$ cat src/hw/rtl/safl_pkg.sv
package safl_pkg;

	// Pool geometry
	localparam int MAX_SLOTS = 1024;
	localparam int SLOT_W    = $clog2(MAX_SLOTS);
	localparam int CNT_W     = $clog2(MAX_SLOTS + 1);

	// Reset value of the capacity register
	localparam logic [CNT_W-1:0] CAP_RESET = CNT_W'(MAX_SLOTS);

	// Operation codes
	localparam logic FUNC_ALLOC   = 1'b0;
	localparam logic FUNC_RELEASE = 1'b1;

	// Status codes
	localparam logic [1:0] STAT_OK      = 2'd0;
	localparam logic [1:0] STAT_FULL    = 2'd1;
	localparam logic [1:0] STAT_INVALID = 2'd2;

	// Request item
	typedef struct packed {
		logic              func;
		logic [SLOT_W-1:0] slot;
	} safl_req_t;

	// Result item
	typedef struct packed {
		logic [1:0]        status;
		logic [SLOT_W-1:0] slot_res;
		logic [CNT_W-1:0]  used_count;
	} safl_rsp_t;

	// Write request to the free stack
	typedef struct packed {
		logic              en;
		logic [SLOT_W-1:0] addr;
		logic [SLOT_W-1:0] data;
	} safl_stack_wr_t;

	// Write request to the live marks
	typedef struct packed {
		logic              en;
		logic [SLOT_W-1:0] addr;
		logic              mark;
	} safl_live_wr_t;

endpackage

$ cat src/hw/rtl/safl_live_marks.sv
module safl_live_marks (
	input  logic                           clk,
	input  logic                           rd_en,
	input  logic [safl_pkg::SLOT_W-1:0]    rd_addr,
	input  safl_pkg::safl_live_wr_t        wr,
	output logic                           rd_data
);
	import safl_pkg::*;

	// Marks at or above the opened count are ignored by the caller, so no clear pass
	logic mem [MAX_SLOTS];

	// Update one mark, register the lookup
	always_ff @(posedge clk) begin
		if (wr.en) begin
			mem[wr.addr] <= wr.mark;
		end
		if (rd_en) begin
			rd_data <= mem[rd_addr];
		end
	end

endmodule

$ cat config.mk
export PLATFORM = sky130hd
export DESIGN_NAME = safl_live_marks
export DESIGN_NICKNAME = d
export VERILOG_FILES = /design/src/hw/rtl/safl_pkg.sv /design/src/hw/rtl/safl_live_marks.sv
export SDC_FILE = /design/constraint.sdc
export NUM_CORES = 1
export LEC_CHECK = 0
export BUFFER_PORTS_ARGS = -buffer_cell sky130_fd_sc_hd__buf_2
export CAP_MARGIN = 20
export CORE_MARGIN = 4
export CORE_UTILIZATION = 40
export CTS_CLUSTER_SIZE = 20
export DETAILED_ROUTE_END_ITERATION = 12
export HOLD_SLACK_MARGIN = 0.1
export SYNTH_ARGS = -nofsm -noshare
export SYNTH_HDL_FRONTEND = slang
export SYNTH_SLANG_ARGS = --single-unit
$ cat constraint.sdc
create_clock -name clk -period 4.1 [get_ports clk]
set_clock_uncertainty 0.2 [all_clocks]
set_input_delay 0.41 -clock clk [delete_from_list [all_inputs] [get_ports clk]]
set_output_delay 0.41 -clock clk [all_outputs]
set_load 0.02 [all_outputs]
; ---- Word level (Yosys, flattened, before mapping)
; Memories as Yosys holds them, arrays and structs flattened. A register that Yosys moved wholly into a read port is not among the register bits.
; Cells that the tools add are included.
; W data, S select, Z words.
[word_totals]
register_bits = 0
ramBits = 1024
input_bits = 24
out_inout_bits = 1
word_cells = 3
mem_count = 1
[mem_list]
columns = name, depth, width, read_ports, rd_ports_with_merged_regs, write_ports, line_no
row1 = mem, 1024, 1, 1, 1, 1, safl_live_marks.sv:11  ; logic mem [MAX_SLOTS];
[classes]
n_mux = 2
[op_table]
columns = op, n
row1 = $mux W1, 2

; ---- Depth between registers and ports, before layout
[logic_depth]
ltp_word = 2
ltp_mapped = 15

; ---- Worst setup path after synthesis
; No wires, ideal clock.
[synth_timing]
kind = in2reg
startpoint = input port rd_addr[0] in the netlist's numbering
endpoint = register rd_data (read register of mem), data pin
t_arrival_ps = 2547
required_ps = 3625
slack_ps = 1078
cell_stages = 10
cell_sequence = buf_6 > buf_12 > buf_12 > buf_2 > mux4_2 > mux4_2 > a211oi_1 > nor2_1 > o311ai_1 > o2111ai_1
[synth_rtl]
columns = element, line_no
row1 = from (decl), safl_live_marks.sv:4  ; input logic [safl_pkg::SLOT_W-1:0] rd_addr,
row2 = to (decl), safl_live_marks.sv:6  ; output logic rd_data

==> impl_metrics.json <==
{
  "synth_top_area_share_pct": 68.9,
  "dp_hpwl_microns": 70900,
  "drive_gt1_share_pct": 17.8,
  "instances_no_fill": 4682,
  "io_pins": 25,
  "yosys.area_share.xor_xnor_pct": 0,
  "cp-end-kind": "flop",
  "grt_start_max_net_pins": 209,
  "required_ns": 4.33,
  "syn_inst": 3112,
  "tightest_slew_ns": 1.23,
  "slew_headroom_pct": 15.9,
  "path_class": "reg -> reg",
  "drt_pass1_iterations": 5,
  "nets": 3132,
  "grt_pass1_wl_microns": 185000,
  "regArea_sq_um": 30800,
  "netlist_area_sq_um": 44700,
  "fmax_mhz": 324,
  "ant_nets": 0,
  "fp.coreArea_sq_um": 111000,
  "synth_async_sr_flop_share_pct": 0,
  "worst_hold_slack_ns": 0.248,
  "drtIter0Drc": 3800,
  "postRouteWirelength_microns": 127000,
  "syn_area_per_cell_sq_um": 14.4,
  "synth_warnings": 0,
  "synth_area_leader_cell": "edfxtp_1",
  "setup_viol": 0,
  "cts_inserted_buffers": 105,
  "synth-seq-cells": 1025,
  "cts-htree-levels": 3,
  "cts_sinks": 1025,
  "ir_drop_mv": 0.365,
  "fill_cells": 9991,
  "root_buffer": "clkbuf_16",
  "multi_input_area_sq_um": 12600,
  "area_growth_pct": 12.7,
  "start_util_pct": 40.3,
  "grt_util_all_layers_pct": 21.6,
  "max-clock-path-buffers": 3,
  "cp-start-kind": "flop",
  "min_period_over_period_pct": 75.2,
  "num_vias": 27030,
  "grt_overflow": 0,
  "synthTopCellsByCount": "nor2_1, edfxtp_1, mux4_2",
  "synth-main-ff-cell": "edfxtp_1",
  "grt_pass1_vias": 26525,
  "clkLatencyLatePin_ns": 0.69,
  "cts.clk_slew.worst_paths_ns": 0.06,
  "dp_cells": 4476,
  "min_period_ns": 3.08,
  "routedWlPerCell_microns": 27.1,
  "antenna_found_initial": 5,
  "hold_violations": 0,
  "yosys-mux-area-fraction_pct": 13.7,
  "routabilityCongestion": 0.852,
  "yosysSeqAreaShare_pct": 68.9,
  "synth_most_common_cell": "nor2_1",
  "synth_compound_area_share_pct": 2.83,
  "cp.arrival_ns": 3.31,
  "rsz0062_at_grt": "no",
  "tns_ns": 0,
  "power_density_nw_per_um2": 436,
  "leakagePower_nw": 15.0,
  "synth_simple_gate_area_share_pct": 11.2,
  "synth_nets": 3136,
  "die_area_sq_um": 117000,
  "drc_errors": 0,
  "hp-class": "in -> reg",
  "std_cell_rows": 122,
  "drv_cap": 0,
  "synth_area_leaders": "edfxtp_1, mux4_2, nor2_1, mux2i_1, clkbuf_1",
  "die_y_microns": 342,
  "slew_viol_final": 0,
  "status": "complete, no violations",
  "synth_cell_types": 55,
  "via_per_inst": 5.77,
  "synth_top_family_by_area": "multiplexers",
  "crit_fanout": 2,
  "die_x_microns": 342,
  "synthAdderAreaFrac_pct": 0,
  "cts_tree": "built",
  "synth_edf_count": 1025,
  "place.port_buffers": 24
}
==> critical path, cell delays in order (launching register included) <==
cell       delay (ns)
edfxtp_1         0.37
mux4_1           0.49
mux4_2           0.45
nand2b_1         0.18
a311oi_1         0.53
nor3_1           0.17
nor4_1           0.29
o2111ai_1        0.12
==> through the flow <==
stage          area, sq um  total power [mW]  setup WS (ns)  utilization, %
6_report             50300              21.9           1.02            45.4
5_1_grt              50300              22.6          0.929            45.4
4_1_cts              50200              22.1           1.04            45.3
3_5_place_dp         46900              13.0          0.388            42.3
3_3_place_gp         46900              13.0          0.339            42.3
2_1_floorplan        44700              12.4           1.08               -
==> what timing repair did <==
item	4_1_cts	5_1_grt
setup endpoints to repair	0	0
buffers inserted	0	0
resized for setup	0	0
hold buffers	10	0
endpoints found under the hold margin	95	0
==> cells by family (layout without fill, tap and decap cells) <==
family                 count (synthesis)  in the layout
AND/OR/NAND/NOR                     1260           1260
AO/OA/AOI/OAI                        178            178
flip-flops                          1025           1025
other                                  0              4
buffers and inverters                309            387
multiplexers                         340            340
==> sequential cells by signal, summed over array words and instances (netlist names) <==
| signal | cells |
|---|---|
| mem | 1024 |
| rd_data | 1 |
==> worst paths after layout <==
kind / slack [ns] / end / from / cells past startpoint
hold reg to reg: 1.08 / rd_data / mem[240] / 5
setup / recovery: 1.02 / rd_data / mem[438] / 7
setup reg to reg: 1.02 / rd_data / mem[438] / 7
hold / removal: 0.25 / mem[571] / wr[8] / 5
==> final cells by class <==
cell class | count | share of cell area (%)
Sequential cell | 1025 | 61.2
Antenna cell | 4 | 0.0199
Clock buffer | 131 | 5.42
Multi-Input combinational cell | 1778 | 25.0
Inverter | 6 | 0.0448
Clock inverter | 58 | 1.03
Timing Repair Buffer | 192 | 3.66
Tap cell | 1488 | 3.70
==> power by group <==
group	leakage, nW	switching, mW	internal (mW)
clock	1.58	4.06	5.11
combinational	4.25	0.789	0.425
sequential	9.21	0.00192	11.5
==> cell usage in the layout (no fill, tap or decap), types with 5 or more instances in the layout <==
cell           netlist  routed
a22oi_1             17      17
nand2b_1             8       7
mux4_2             200     200
nand2_1             86      80
nor2_1            1036    1036
o22ai_1             28      28
and2_1               6       6
nor2b_1             11      11
a2111oi_0            6       6
edfxtp_1          1025    1025
bufinv_16            0       6
mux4_1              14      14
clkinv_2             0      20
o21ai_0             11      11
nand4_1             10      10
nor4_1               5       5
nand3_1             37      13
nand3_2              0      24
mux2i_1            123     123
o221ai_1            49      49
dlygate4sd3_1        0      10
buf_12               3      27
buf_4               13     127
nor3_1              37      37
clkbuf_16            0     105
buf_2               19      21
a21oi_1             37      37
clkinv_1             2      20
nor3b_1              8       7
nand2_2              0       6
clkbuf_1           186      26
==> metal layers <==
metal  vias to the layer above  wire, microns  part of all wire, %  global-route usage [%]
met1                     14165          50600                   40                    29.7
li1                      11498              -                    -                       -
met5                         -             10               0.0079                       0
met2                      1150          62500                   49                    36.0
met4                         2           3200                  2.5                    5.46
met3                       215          10600                  8.4                    3.33
Power figures use the tool's default switching activity.
